`src/sv/sct_pkg.sv`:
```
`timescale 1ns / 1ps
package sct_pkg;

  // Scanner modes of the front part.
  typedef enum logic [3:0] {
    M_IDLE,
    M_IDENT,
    M_NUM_INT,
    M_NUM_FRAC,
    M_STRING,
    M_GOT_EQ,
    M_GOT_BANG,
    M_GOT_GT,
    M_GOT_LT,
    M_ENDED,
    M_HALTED
  } scan_mode_t;

  // Token kinds.
  localparam logic [4:0] K_EOF      = 5'd0;
  localparam logic [4:0] K_NEWLINE  = 5'd1;
  localparam logic [4:0] K_IDENT    = 5'd2;
  localparam logic [4:0] K_NUMBER   = 5'd3;
  localparam logic [4:0] K_STRING   = 5'd4;
  localparam logic [4:0] K_TYPE     = 5'd5;
  localparam logic [4:0] K_SAY      = 5'd6;
  localparam logic [4:0] K_HEAR     = 5'd7;
  localparam logic [4:0] K_IF       = 5'd8;
  localparam logic [4:0] K_ELSE     = 5'd9;
  localparam logic [4:0] K_FN       = 5'd10;
  localparam logic [4:0] K_RETURN   = 5'd11;
  localparam logic [4:0] K_TRUE     = 5'd12;
  localparam logic [4:0] K_FALSE    = 5'd13;
  localparam logic [4:0] K_AND      = 5'd14;
  localparam logic [4:0] K_OR       = 5'd15;
  localparam logic [4:0] K_NOT      = 5'd16;
  localparam logic [4:0] K_LPAREN   = 5'd17;
  localparam logic [4:0] K_RPAREN   = 5'd18;
  localparam logic [4:0] K_LBRACE   = 5'd19;
  localparam logic [4:0] K_RBRACE   = 5'd20;
  localparam logic [4:0] K_LBRACKET = 5'd21;
  localparam logic [4:0] K_RBRACKET = 5'd22;
  localparam logic [4:0] K_COMMA    = 5'd23;
  localparam logic [4:0] K_SEMI     = 5'd24;
  localparam logic [4:0] K_ASSIGN   = 5'd25;
  localparam logic [4:0] K_OPERATOR = 5'd26;
  localparam logic [4:0] K_ERROR    = 5'd27;

  // Sub codes.
  localparam logic [3:0] SUB_NONE   = 4'd0;
  localparam logic [3:0] OP_EQ      = 4'd0;
  localparam logic [3:0] OP_NE      = 4'd1;
  localparam logic [3:0] OP_GE      = 4'd2;
  localparam logic [3:0] OP_GT      = 4'd3;
  localparam logic [3:0] OP_LE      = 4'd4;
  localparam logic [3:0] OP_LT      = 4'd5;
  localparam logic [3:0] OP_ADD     = 4'd6;
  localparam logic [3:0] OP_SUB     = 4'd7;
  localparam logic [3:0] OP_MUL     = 4'd8;
  localparam logic [3:0] OP_DIV     = 4'd9;
  localparam logic [3:0] TY_INT     = 4'd0;
  localparam logic [3:0] TY_FLOAT   = 4'd1;
  localparam logic [3:0] TY_TEXT    = 4'd2;
  localparam logic [3:0] TY_BOOLEAN = 4'd3;
  localparam logic [3:0] ERR_STRING = 4'd0;
  localparam logic [3:0] ERR_BANG   = 4'd1;
  localparam logic [3:0] ERR_AMP    = 4'd2;
  localparam logic [3:0] ERR_PIPE   = 4'd3;
  localparam logic [3:0] ERR_BYTE   = 4'd4;

  localparam int PREFIX_BYTES_DEF = 8;
  localparam int PREFIX_MAX_BITS  = 64;
  localparam int Q_DEPTH          = 4;
  localparam int Q_AW             = $clog2(Q_DEPTH);
  localparam int Q_CW             = $clog2(Q_DEPTH + 1);

  // One raw token as the front part produces it.
  typedef struct packed {
    logic [4:0]                 kind;
    logic [3:0]                 sub;
    logic [15:0]                start;
    logic [15:0]                len;
    logic                       last;
    logic [PREFIX_MAX_BITS-1:0] prefix;
  } tok_t;

  // Request from the front part into the queue.
  typedef struct packed {
    logic [1:0] cnt;
    tok_t       first;
    tok_t       second;
  } push_t;

  typedef struct packed {
    logic [4:0] kind;
    logic [3:0] sub;
  } cls_t;

  function automatic tok_t mk_tok(input logic [4:0] kind, input logic [3:0] sub,
                                  input logic [15:0] start, input logic [15:0] len);
    tok_t t;
    t = '0;
    t.kind  = kind;
    t.sub   = sub;
    t.start = start;
    t.len   = len;
    return t;
  endfunction

  // Keyword and type name lookup from the length and the first bytes.
  function automatic cls_t word_lookup(input logic [PREFIX_MAX_BITS-1:0] p,
                                       input logic [15:0] len);
    logic [7:0] b0, b1, b2, b3, b4, b5, b6;
    cls_t r;
    b0 = p[7:0];
    b1 = p[15:8];
    b2 = p[23:16];
    b3 = p[31:24];
    b4 = p[39:32];
    b5 = p[47:40];
    b6 = p[55:48];
    r.kind = K_IDENT;
    r.sub  = SUB_NONE;
    if (len == 16'd2) begin
      if ({b0, b1} == "if") r.kind = K_IF;
      else if ({b0, b1} == "fn") r.kind = K_FN;
      else if ({b0, b1} == "or") r.kind = K_OR;
    end else if (len == 16'd3) begin
      if ({b0, b1, b2} == "say") r.kind = K_SAY;
      else if ({b0, b1, b2} == "and") r.kind = K_AND;
      else if ({b0, b1, b2} == "not") r.kind = K_NOT;
      else if ({b0, b1, b2} == "int") begin
        r.kind = K_TYPE;
        r.sub  = TY_INT;
      end
    end else if (len == 16'd4) begin
      if ({b0, b1, b2, b3} == "hear") r.kind = K_HEAR;
      else if ({b0, b1, b2, b3} == "else") r.kind = K_ELSE;
      else if ({b0, b1, b2, b3} == "true") r.kind = K_TRUE;
      else if ({b0, b1, b2, b3} == "text") begin
        r.kind = K_TYPE;
        r.sub  = TY_TEXT;
      end
    end else if (len == 16'd5) begin
      if ({b0, b1, b2, b3, b4} == "false") r.kind = K_FALSE;
      else if ({b0, b1, b2, b3, b4} == "float") begin
        r.kind = K_TYPE;
        r.sub  = TY_FLOAT;
      end
    end else if (len == 16'd6) begin
      if ({b0, b1, b2, b3, b4, b5} == "return") r.kind = K_RETURN;
    end else if (len == 16'd7) begin
      if ({b0, b1, b2, b3, b4, b5, b6} == "boolean") begin
        r.kind = K_TYPE;
        r.sub  = TY_BOOLEAN;
      end
    end
    return r;
  endfunction

endpackage

```
`src/sv/sct_front.sv`:
```
`timescale 1ns / 1ps
module sct_front #(
  parameter int PREFIX_BYTES = sct_pkg::PREFIX_BYTES_DEF
) (
  input  logic          clk,
  input  logic          rst_n,
  input  logic          in_fire,
  input  logic [7:0]    char_code,
  output sct_pkg::push_t push
);
  import sct_pkg::*;

  localparam int PW = 8 * PREFIX_BYTES;

  scan_mode_t      mode_r, mode_nxt;
  logic [15:0]     pos_r, start_r, start_nxt, len_r, len_nxt;
  logic [PW-1:0]   prefix_r, prefix_nxt;
  tok_t            tok_a, tok_b;
  logic            va, vb, run_idle;
  logic            is_alpha, is_digit;

  function automatic logic [15:0] sat_inc(input logic [15:0] v);
    return (v == 16'hFFFF) ? v : v + 16'd1;
  endfunction

  assign is_alpha = (char_code >= "a" && char_code <= "z") ||
                    (char_code >= "A" && char_code <= "Z") || char_code == "_";
  assign is_digit = char_code >= "0" && char_code <= "9";

  // Scanner: pending token first, then the byte as a fresh start.
  always_comb begin
    tok_a      = '0;
    tok_b      = '0;
    va         = 1'b0;
    vb         = 1'b0;
    run_idle   = 1'b0;
    mode_nxt   = mode_r;
    start_nxt  = start_r;
    len_nxt    = len_r;
    prefix_nxt = prefix_r;
    unique case (mode_r)
      M_IDLE: run_idle = 1'b1;
      M_IDENT: begin
        if (is_alpha || is_digit) begin
          for (int i = 0; i < PREFIX_BYTES; i++) begin
            if (len_r == 16'(i)) prefix_nxt[8*i +: 8] = char_code;
          end
          len_nxt = sat_inc(len_r);
        end else begin
          va           = 1'b1;
          tok_a        = mk_tok(K_IDENT, SUB_NONE, start_r, len_r);
          tok_a.prefix = PREFIX_MAX_BITS'(prefix_r);
          mode_nxt     = M_IDLE;
          run_idle     = 1'b1;
        end
      end
      M_NUM_INT, M_NUM_FRAC: begin
        if (is_digit || (char_code == "." && mode_r == M_NUM_INT)) begin
          if (char_code == ".") mode_nxt = M_NUM_FRAC;
          len_nxt = sat_inc(len_r);
        end else begin
          va       = 1'b1;
          tok_a    = mk_tok(K_NUMBER, SUB_NONE, start_r, len_r);
          mode_nxt = M_IDLE;
          run_idle = 1'b1;
        end
      end
      M_STRING: begin
        if (char_code == "\"") begin
          va       = 1'b1;
          tok_a    = mk_tok(K_STRING, SUB_NONE, start_r, len_r);
          mode_nxt = M_IDLE;
        end else if (char_code == 8'h00 || char_code == 8'h0A) begin
          va       = 1'b1;
          tok_a    = mk_tok(K_ERROR, ERR_STRING, pos_r, 16'd0);
          mode_nxt = M_HALTED;
        end else begin
          len_nxt = sat_inc(len_r);
        end
      end
      M_GOT_BANG: begin
        va = 1'b1;
        if (char_code == "=") begin
          tok_a    = mk_tok(K_OPERATOR, OP_NE, start_r, 16'd2);
          mode_nxt = M_IDLE;
        end else begin
          tok_a    = mk_tok(K_ERROR, ERR_BANG, start_r, 16'd1);
          mode_nxt = M_HALTED;
        end
      end
      M_GOT_EQ, M_GOT_GT, M_GOT_LT: begin
        va       = 1'b1;
        mode_nxt = M_IDLE;
        if (char_code == "=") begin
          tok_a = mk_tok(K_OPERATOR, (mode_r == M_GOT_EQ) ? OP_EQ :
                         (mode_r == M_GOT_GT) ? OP_GE : OP_LE, start_r, 16'd2);
        end else begin
          run_idle = 1'b1;
          if (mode_r == M_GOT_EQ) tok_a = mk_tok(K_ASSIGN, SUB_NONE, start_r, 16'd1);
          else tok_a = mk_tok(K_OPERATOR, (mode_r == M_GOT_GT) ? OP_GT : OP_LT,
                              start_r, 16'd1);
        end
      end
      M_ENDED, M_HALTED: ;
      default: ;
    endcase

    if (run_idle) begin
      if (is_alpha) begin
        mode_nxt   = M_IDENT;
        start_nxt  = pos_r;
        len_nxt    = 16'd1;
        prefix_nxt = PW'(char_code);
      end else if (is_digit) begin
        mode_nxt  = M_NUM_INT;
        start_nxt = pos_r;
        len_nxt   = 16'd1;
      end else begin
        case (char_code)
          8'h20, 8'h09, 8'h0D, 8'h0C: ;
          8'h00: begin
            vb = 1'b1; tok_b = mk_tok(K_EOF, SUB_NONE, pos_r, 16'd0); mode_nxt = M_ENDED;
          end
          8'h0A: begin vb = 1'b1; tok_b = mk_tok(K_NEWLINE, SUB_NONE, pos_r, 16'd1); end
          "\"": begin
            mode_nxt  = M_STRING;
            start_nxt = pos_r + 16'd1;
            len_nxt   = 16'd0;
          end
          "(": begin vb = 1'b1; tok_b = mk_tok(K_LPAREN, SUB_NONE, pos_r, 16'd1); end
          ")": begin vb = 1'b1; tok_b = mk_tok(K_RPAREN, SUB_NONE, pos_r, 16'd1); end
          "{": begin vb = 1'b1; tok_b = mk_tok(K_LBRACE, SUB_NONE, pos_r, 16'd1); end
          "}": begin vb = 1'b1; tok_b = mk_tok(K_RBRACE, SUB_NONE, pos_r, 16'd1); end
          "[": begin vb = 1'b1; tok_b = mk_tok(K_LBRACKET, SUB_NONE, pos_r, 16'd1); end
          "]": begin vb = 1'b1; tok_b = mk_tok(K_RBRACKET, SUB_NONE, pos_r, 16'd1); end
          ",": begin vb = 1'b1; tok_b = mk_tok(K_COMMA, SUB_NONE, pos_r, 16'd1); end
          ";": begin vb = 1'b1; tok_b = mk_tok(K_SEMI, SUB_NONE, pos_r, 16'd1); end
          "=": begin mode_nxt = M_GOT_EQ;   start_nxt = pos_r; len_nxt = 16'd1; end
          "!": begin mode_nxt = M_GOT_BANG; start_nxt = pos_r; len_nxt = 16'd1; end
          ">": begin mode_nxt = M_GOT_GT;   start_nxt = pos_r; len_nxt = 16'd1; end
          "<": begin mode_nxt = M_GOT_LT;   start_nxt = pos_r; len_nxt = 16'd1; end
          "+": begin vb = 1'b1; tok_b = mk_tok(K_OPERATOR, OP_ADD, pos_r, 16'd1); end
          "-": begin vb = 1'b1; tok_b = mk_tok(K_OPERATOR, OP_SUB, pos_r, 16'd1); end
          "*": begin vb = 1'b1; tok_b = mk_tok(K_OPERATOR, OP_MUL, pos_r, 16'd1); end
          "/": begin vb = 1'b1; tok_b = mk_tok(K_OPERATOR, OP_DIV, pos_r, 16'd1); end
          "&": begin
            vb = 1'b1; tok_b = mk_tok(K_ERROR, ERR_AMP, pos_r, 16'd1); mode_nxt = M_HALTED;
          end
          "|": begin
            vb = 1'b1; tok_b = mk_tok(K_ERROR, ERR_PIPE, pos_r, 16'd1); mode_nxt = M_HALTED;
          end
          default: begin
            vb = 1'b1; tok_b = mk_tok(K_ERROR, ERR_BYTE, pos_r, 16'd1); mode_nxt = M_HALTED;
          end
        endcase
      end
    end
    tok_a.last = !vb;
    tok_b.last = 1'b1;
  end

  // Compact the one or two tokens into the queue request.
  always_comb begin
    push.cnt    = in_fire ? ({1'b0, va} + {1'b0, vb}) : 2'd0;
    push.first  = va ? tok_a : tok_b;
    push.second = tok_b;
  end

  always_ff @(posedge clk) begin
    if (!rst_n) begin
      mode_r   <= M_IDLE;
      pos_r    <= '0;
      start_r  <= '0;
      len_r    <= '0;
      prefix_r <= '0;
    end else if (in_fire) begin
      mode_r   <= mode_nxt;
      pos_r    <= pos_r + 16'd1;
      start_r  <= start_nxt;
      len_r    <= len_nxt;
      prefix_r <= prefix_nxt;
    end
  end

endmodule

```
`src/sv/sct_queue.sv`:
```
`timescale 1ns / 1ps
module sct_queue (
  input  logic                     clk,
  input  logic                     rst_n,
  input  sct_pkg::push_t           push,
  input  logic                     pop,
  output sct_pkg::tok_t            head,
  output logic [sct_pkg::Q_CW-1:0] count
);
  import sct_pkg::*;

  tok_t            slot_r [Q_DEPTH];
  logic [Q_AW-1:0] wr_r, rd_r;
  logic [Q_CW-1:0] count_r;

  assign head  = slot_r[rd_r];
  assign count = count_r;

  // Up to two writes a cycle at consecutive slots.
  always_ff @(posedge clk) begin
    if (push.cnt != 2'd0) slot_r[wr_r] <= push.first;
    if (push.cnt == 2'd2) slot_r[wr_r + Q_AW'(1)] <= push.second;
  end

  always_ff @(posedge clk) begin
    if (!rst_n) begin
      wr_r    <= '0;
      rd_r    <= '0;
      count_r <= '0;
    end else begin
      wr_r    <= wr_r + Q_AW'(push.cnt);
      rd_r    <= rd_r + Q_AW'(pop);
      count_r <= count_r + Q_CW'(push.cnt) - Q_CW'(pop);
    end
  end

endmodule

```
`src/sv/sct_back.sv`:
```
`timescale 1ns / 1ps
module sct_back (
  input  logic                     clk,
  input  logic                     rst_n,
  input  sct_pkg::tok_t            head,
  input  logic [sct_pkg::Q_CW-1:0] count,
  output logic                     pop,
  output logic                     out_tvalid,
  input  logic                     out_tready,
  output logic [47:0]              out_tdata,
  output logic                     out_tlast
);
  import sct_pkg::*;

  logic       valid_r;
  logic [4:0] kind_r;
  logic [3:0] sub_r;
  logic [15:0] start_r, len_r;
  logic       last_r;
  cls_t       cls;

  // Identifiers are resolved to keywords and type names here.
  always_comb begin
    if (head.kind == K_IDENT) cls = word_lookup(head.prefix, head.len);
    else begin
      cls.kind = head.kind;
      cls.sub  = head.sub;
    end
  end

  assign pop = (count != '0) && (!valid_r || out_tready);

  always_ff @(posedge clk) begin
    if (!rst_n) valid_r <= 1'b0;
    else if (!valid_r || out_tready) valid_r <= (count != '0);
  end

  always_ff @(posedge clk) begin
    if (pop) begin
      kind_r  <= cls.kind;
      sub_r   <= cls.sub;
      start_r <= head.start;
      len_r   <= head.len;
      last_r  <= head.last;
    end
  end

  assign out_tvalid = valid_r;
  assign out_tdata  = {7'd0, len_r, start_r, sub_r, kind_r};
  assign out_tlast  = last_r;

endmodule

```
`src/sv/script_char_tokenizer_core.sv`:
```
`timescale 1ns / 1ps
// Channel | Direction | Payload
// in_     | slave     | tdata[7:0] char_code
// out_    | master    | tdata: token_kind, sub_code, start_pos, lexeme_len; tlast last_of_run
//
// A byte is taken in the cycle it is offered while at most two tokens wait in the
// queue; its tokens pass via the queue to the output register, one per cycle when
// not stalled. A byte closing one token and opening another yields two tokens, one
// more than the output drains, so the input pauses only while more than two wait.
// rst_n is synchronous; it clears the scanner mode, counters, queue pointers and out valid.
// Either side may stall freely; the queue decouples the scanner from the output.
module script_char_tokenizer_core #(
  parameter int PREFIX_BYTES = sct_pkg::PREFIX_BYTES_DEF
) (
  input  logic        clk,
  input  logic        rst_n,
  input  logic        in_tvalid,
  output logic        in_tready,
  input  logic [7:0]  in_tdata,   // char_code
  output logic        out_tvalid,
  input  logic        out_tready,
  output logic [47:0] out_tdata,  // token_kind, sub_code, start_pos, lexeme_len, zero fill
  output logic        out_tlast   // last_of_run
);
  import sct_pkg::*;

  push_t           push;
  tok_t            head;
  logic [Q_CW-1:0] count;
  logic            pop, in_fire;

  // Room for the worst case of two tokens from one byte.
  assign in_tready = count <= Q_CW'(Q_DEPTH - 2);
  assign in_fire   = in_tvalid && in_tready;

  sct_front #(.PREFIX_BYTES(PREFIX_BYTES)) u_front (
    .clk, .rst_n, .in_fire, .char_code(in_tdata), .push
  );

  sct_queue u_queue (.clk, .rst_n, .push, .pop, .head, .count);

  sct_back u_back (
    .clk, .rst_n, .head, .count, .pop,
    .out_tvalid, .out_tready, .out_tdata, .out_tlast
  );

`ifndef SYNTH
  a_count_bound: assert property (@(posedge clk) disable iff (!rst_n)
    count <= Q_CW'(Q_DEPTH)) else $error("token queue overflow");

  a_kind_range: assert property (@(posedge clk) disable iff (!rst_n)
    out_tvalid |-> out_tdata[4:0] <= K_ERROR) else $error("token kind out of range");

  a_eof_len: assert property (@(posedge clk) disable iff (!rst_n)
    (out_tvalid && out_tdata[4:0] == K_EOF) |-> (out_tdata[40:25] == 16'd0 && out_tlast))
    else $error("end token malformed");
`endif

endmodule
```
`config.mk`:
```
export PLATFORM = sky130hd
export DESIGN_NAME = script_char_tokenizer_core
export DESIGN_NICKNAME = d
export VERILOG_FILES = /design/src/sv/sct_pkg.sv /design/src/sv/sct_front.sv /design/src/sv/sct_queue.sv /design/src/sv/sct_back.sv /design/src/sv/script_char_tokenizer_core.sv
export SDC_FILE = /design/constraint.sdc
export NUM_CORES = 1
export LEC_CHECK = 0
export BUFFER_PORTS_ARGS = -buffer_cell sky130_fd_sc_hd__buf_2
export CORE_ASPECT_RATIO = 0.9
export CORE_UTILIZATION = 55
export DETAILED_ROUTE_END_ITERATION = 8
export PLACE_DENSITY = 0.81
export SLEW_MARGIN = 30
export SYNTH_ARGS = -nofsm -noshare
export SYNTH_HDL_FRONTEND = slang
export SYNTH_SLANG_ARGS = --single-unit
```
`constraint.sdc`:
```
create_clock -name clk -period 5.6 [get_ports clk]
set_input_delay 1.12 -clock clk [delete_from_list [all_inputs] [get_ports clk]]
set_output_delay 1.12 -clock clk [all_outputs]
set_load 0.02 [all_outputs]
```
=== Word-level counts from Yosys, hierarchy flattened ===
Memories as Yosys holds them, arrays and structs flattened. A register that Yosys moved wholly into a read port is not among the register bits.
Cells that the tools add are included.

* Magnitude comparators: 7
* Shifts and indexed selects: 0
* Reduce and logical (&&, ||, !) cells: 27
* Add/subtract/negate cells: 8
* Multiply operators: 0
* Equal/unequal tests: 65
* Bitwise gates (word level): 0
* Div/mod/pow operators: 0
* Multiplexer cells: 100

{| class="wikitable"
|+ Operator list
! cell !! count
|-
| one-hot mux 106 bit (17 select lines) || 1
|-
| two-way mux 106 bit || 7
|-
| one-hot mux 106 bit (5 select lines) || 1
|-
| two-way mux 103 bit || 3
|-
| two-way mux 64 bit || 4
|-
| two-way mux 16 bit || 10
|-
| equality test 16 x 3 -> 1 bit, second input constant || 8
|-
| equality test 32 x 31 -> 1 bit, second input constant || 4
|-
| equality test 8 x 6 -> 1 bit, second input constant || 16
|-
| two-way mux 102 bit || 1
|-
| equality test 24 x 23 -> 1 bit, second input constant || 4
|-
| two-way mux 4 bit || 22
|-
| equality test 40 x 39 -> 1 bit, second input constant || 2
|-
| equality test 16 x 2 -> 1 bit, second input constant || 4
|-
| two-way mux 8 bit || 8
|-
| one-hot mux 16 bit (2 select lines) || 2
|-
| equality test 56 x 55 -> 1 bit, second input constant || 1
|-
| two-way mux 5 bit || 10
|-
| equality test 16 x 15 -> 1 bit, second input constant || 3
|-
| equality test 48 x 47 -> 1 bit, second input constant || 1
|-
| equality test 8 x 7 -> 1 bit, second input constant || 6
|-
| one-hot mux 16 bit (3 select lines) || 1
|-
| two-way mux 9 bit || 4
|-
| two-way mux 7 bit || 5
|-
| 42 further kinds || 79
|}

* Bits in read-only memories: 0
* Bits in registers: 166
* Output and inout bits: 51
* Bits in latches: 0
* RAM bits: 424
* Memories: 1
* Logic and storage cells: 222
* Bits of input ports: 12

{| class="wikitable"
|+ Memories
! memory !! words !! width !! read ports !! clocked after Yosys merged registers in !! write ports !! RTL line !! RTL
|-
| u_queue.slot_r || 4 || 106 || 1 || 1 || 2 || sct_queue.sv:12 || <nowiki>tok_t slot_r [Q_DEPTH];</nowiki>
|}

=== Logic depth before layout (Yosys ltp) ===
* Depth in word-level cells: 13
* Gate-level depth with buffers: 16
* Depth with buffers taken out: 14

=== Modules after synthesis ===
A second synthesis with hierarchy kept.

* Cells, all modules: 2280
* Area, all modules: 30898.4 sq um

{| class="wikitable"
|+ Modules (own cells, without submodules)
! module !! times used !! area each (sq um) !! cells each !! sequential area each (sq um)
|-
| sct_queue || 1 || 20733.6 || 1066 || 12872.3
|-
| sct_front || 1 || 7677.4 || 990 || 2322.2
|-
| sct_back || 1 || 2472.4 || 222 || 1281.2
|-
| script_char_tokenizer_core || 1 || 15.0 || 2 || 0.0
|}

=== Worst setup path after synthesis ===
No wires, ideal clock.

* Path type: input to register
* Start: input in_tdata[7]
* End: memory u_queue.slot_r[0][100] (netlist bit), enable pin
* Library setup time: 0.381 ns
* Setup slack: 0.348 ns
* Buffers on the path: 2
* Required time: 5.219 ns
* Arrival time: 4.871 ns
* Stages: 12
* Cell sequence: or4b_1 buf_2 nor4_4 nor3_1 nor4_4 inv_2 ha_1 clkbuf_1 o21ai_1 nor3_1 nor2_1 inv_1

{| class="wikitable"
|+ RTL lines
! what !! RTL line !! RTL
|-
| start: declaration || script_char_tokenizer_core.sv:19 || <nowiki>input logic [7:0] in_tdata,</nowiki>
|-
| end: declaration || sct_queue.sv:12 ||
|}

==> flow_metrics.env <==
export IMPL_synth_commonest_cells="404 x dfxtp_1, 277 x a32o_1, 167 x nand2_1"
export IMPL_initial_utilization=0.559
export IMPL_hold_viol=0
export IMPL_grt_remaining_overflow=0
export IMPL_crit_slowest_cell="buf_4"
export IMPL_ys_types=98
export IMPL_maxSlewViolCount=0
export IMPL_timing_critical_path_cells="buf_2, or4b_1, nor4_4, nor3_1, nor4_4, inv_2, ha_1, o21ai_1, buf_4, nor3_2, buf_4, a32o_1"
export IMPL_gr_usage_met1=0.393
export IMPL_use_met2=0.467
export IMPL_grt_max_degree=121
export IMPL_post_synth_top_area_fraction=0.335
export IMPL_finalNetCount=2103
export IMPL_ys_warn_count=0
export IMPL_cp_arrival_ns=5.22
export IMPL_insertion_delay_ns=0.61
export IMPL_critPathLaunchType="input pin"
export IMPL_grt_usage=0.291
export IMPL_required_ns=6.14
export IMPL_maxCapViolCount=0
export IMPL_io_pins=63
export IMPL_grt_antenna_before_repair=0
export IMPL_path_clk_slew_ns=0.06
export IMPL_wire_per_inst_um=24.6
export IMPL_p_per_area_nw_per_um2=428
export IMPL_grt_pass1_vias=18372
export IMPL_worst_slew_pin_transition_ns=0.985
export IMPL_ant_nets=0
export IMPL_finalSetupViolCount=0
export IMPL_post_cts_buffers=0
export IMPL_busiest_layer="met2"
export IMPL_hpwl_um=40400
export IMPL_cts_max_level=2
export IMPL_numCtsBuffers=53
export IMPL_rows=72
export IMPL_fmax_mhz=213
export IMPL_power_mw=11.3
export IMPL_synth_area_leaders="dfxtp_1 34%, edfxtp_1 18%, a32o_1 11%, mux4_2 7.1%, nand2_1 2.6%"
export IMPL_hold_buffers=0
export IMPL_rsz0062_at_grt="false"
export IMPL_fin_skew_ns=0.0259
export IMPL_drive_above_1_share=0.145
export IMPL_cts_resized=0
export IMPL_netlist_area_um2=24100
export IMPL_dieArea_um2=44700
export IMPL_peakVddDrop_v=0.000434
export IMPL_dr_pass1_iters=5
export IMPL_finish_instance_area_um2=26500
export IMPL_r2r_end="u_queue.slot_r[0][48]"
export IMPL_drt_iter0_drc=2415
export IMPL_area_delta_synth_final_pct=9.64
export IMPL_met3_usage=0.0451
export IMPL_avgSynthCellArea_um2=11.3
export IMPL_synth_edff_count=146
export IMPL_core_um2=43200
export IMPL_clkSinkCount=550
export IMPL_r2r_setup_slack_ns=1.03
export IMPL_clockBufferDepth=3
export IMPL_fin_tns_setup_ns=0
export IMPL_drc=0
export IMPL_seq_area_um2=12500
export IMPL_cts_tree="done"
export IMPL_utilization=0.613
export IMPL_die_h_um=201
export IMPL_holdPathStages=1
export IMPL_worstPathMaxFanout=71
export IMPL_post_route_period_util=0.837
export IMPL_die_w_um=223
export IMPL_ys_async_sr_fraction=0
export IMPL_holdPathEnd="u_queue.slot_r[1][55]"
export IMPL_clock_root_buffer="clkbuf_16"
export IMPL_vias_per_cell=7.05
export IMPL_crit_type="input pin to flop"
export IMPL_endpoint_kind="flop"
export IMPL_leakagePower_nw=8.91
export IMPL_routed_wl_um=65900
export IMPL_multi_input_area_um2=10800
export IMPL_min_period_ns=4.68
export IMPL_synth_seq_area_share=0.517
export IMPL_ys_ff_latch=550
export IMPL_netlist_instances=2127
export IMPL_status="finished clean"
export IMPL_gp_congestion=0.944
export IMPL_hold_path_class="flop to flop"
export IMPL_place_area_um2=24700
export IMPL_nFillCells=3311
export IMPL_grt_pass1_wl_um=103000
export IMPL_reg2reg_depth=11
export IMPL_hp_start="u_queue.slot_r[1][55]"
export IMPL_whs_ns=0.456
export IMPL_synth_most_common_cell="dfxtp_1"
export IMPL_r2r_start="u_front.mode_r[0]"
export IMPL_maxSlewHeadroom=0.343
export IMPL_cp_num_buf_inv=4
export IMPL_vias=18862
export IMPL_critPathTopFamily="simple AND/OR/NAND/NOR gates"
export IMPL_n_antenna_cell=0
export IMPL_crit_path_max_incr_delay_ns=0.78
export IMPL_synth_area_leader_cell="dfxtp_1"
export IMPL_synthFlopType="dfxtp_1"
export IMPL_numPortBuffers=55
-- flip-flops by register name (all words and copies together) (netlist names) --
signal / cells
u_front.start_r: 16
u_back.kind_r: 5
u_queue.count: 3
u_back.out_tvalid: 1
u_front.len_r: 16
u_back.start_r: 16
u_back.sub_r: 4
u_back.len_r: 16
u_queue.slot_r: 392
u_front.pos_r: 16
u_front.mode_r: 4
u_back.out_tlast: 1
u_front.prefix_r: 56
u_queue.rd_r: 2
u_queue.wr_r: 2
-- report_power, final --
part / internal [mW] / leakage, nW / switching, mW / total (mW)
combinational: 0.861 / 3.38 / 1.98 / 2.84
clock: 2.05 / 0.846 / 1.51 / 3.55
sequential: 4.58 / 4.68 / 0.334 / 4.91
total: 7.48 / 8.91 / 3.83 / 11.3
-- cell usage in the layout, fill, tap and decap left out, types with 15 or more instances in the layout --
cell       instances
nor2_1           102
a211oi_1          18
mux4_2            76
clkbuf_16         55
edfxtp_1         146
nor2b_1           25
nand2b_1          19
inv_1             29
nand4_1           23
nor4_1            17
nand3_1           50
dfxtp_1          402
a32oi_1           22
a21oi_1           37
clkbuf_1          19
nor3_1            39
xnor2_1           30
a32o_1           277
buf_4             48
and2_1            21
a22o_1            47
o21ai_0           30
o22ai_1           76
xor2_1            15
buf_2             55
nand2_1          166
or3_1             22
-- cell families after synthesis --
group,synth area share
AOI/OAI and AO/OA,0.212
and+or+nand+nor,0.130
xor gates and xnor gates,0.0163
other,0.000155
adders and majority gates,0.00653
muxes,0.0760
buffers and inverters,0.0423
DFF,0.517
-- metal layers --
layer | up-vias | wire length (um)
met2 | 969 | 31100
met1 | 9444 | 26700
li1 | 8304 | -
met3 | 145 | 5760
met5 | - | 0
met4 | 0 | 2320
-- cell type report --
cell class	count	share of cell area
multi-input combinational	1337	0.407
tap	555	0.0263
inverter	31	0.00440
clock buffer	85	0.0605
clock inverter	12	0.00487
sequential	550	0.472
timing repair buffer	106	0.0256
-- through the flow --
stage | setup WS (ns) | cells
after floorplan | 0.348 | 2133
after global placement | 0.483 | 2579
after detailed placement | 0.402 | 2579
after CTS | 1.02 | 2676
after global routing | 0.786 | 2676
final | 0.916 | 2676
-- how the worst max path moves through the flow --
stage                      startpoint                      to  slack [ns]  cells past startpoint
after floorplan           in_tdata[7]  u_queue.slot_r[0][100]        0.35                     12
after global placement    in_tdata[6]   u_queue.slot_r[0][49]        0.48                     12
after detailed placement  in_tdata[5]   u_queue.slot_r[0][48]        0.40                     12
after CTS                 in_tdata[5]   u_queue.slot_r[0][48]        1.02                     12
after global routing      in_tdata[0]   u_queue.slot_r[3][66]        0.79                     13
final                     in_tdata[5]   u_queue.slot_r[0][48]        0.92                     12
No activity file was read; power rests on OpenSTA's default activity.
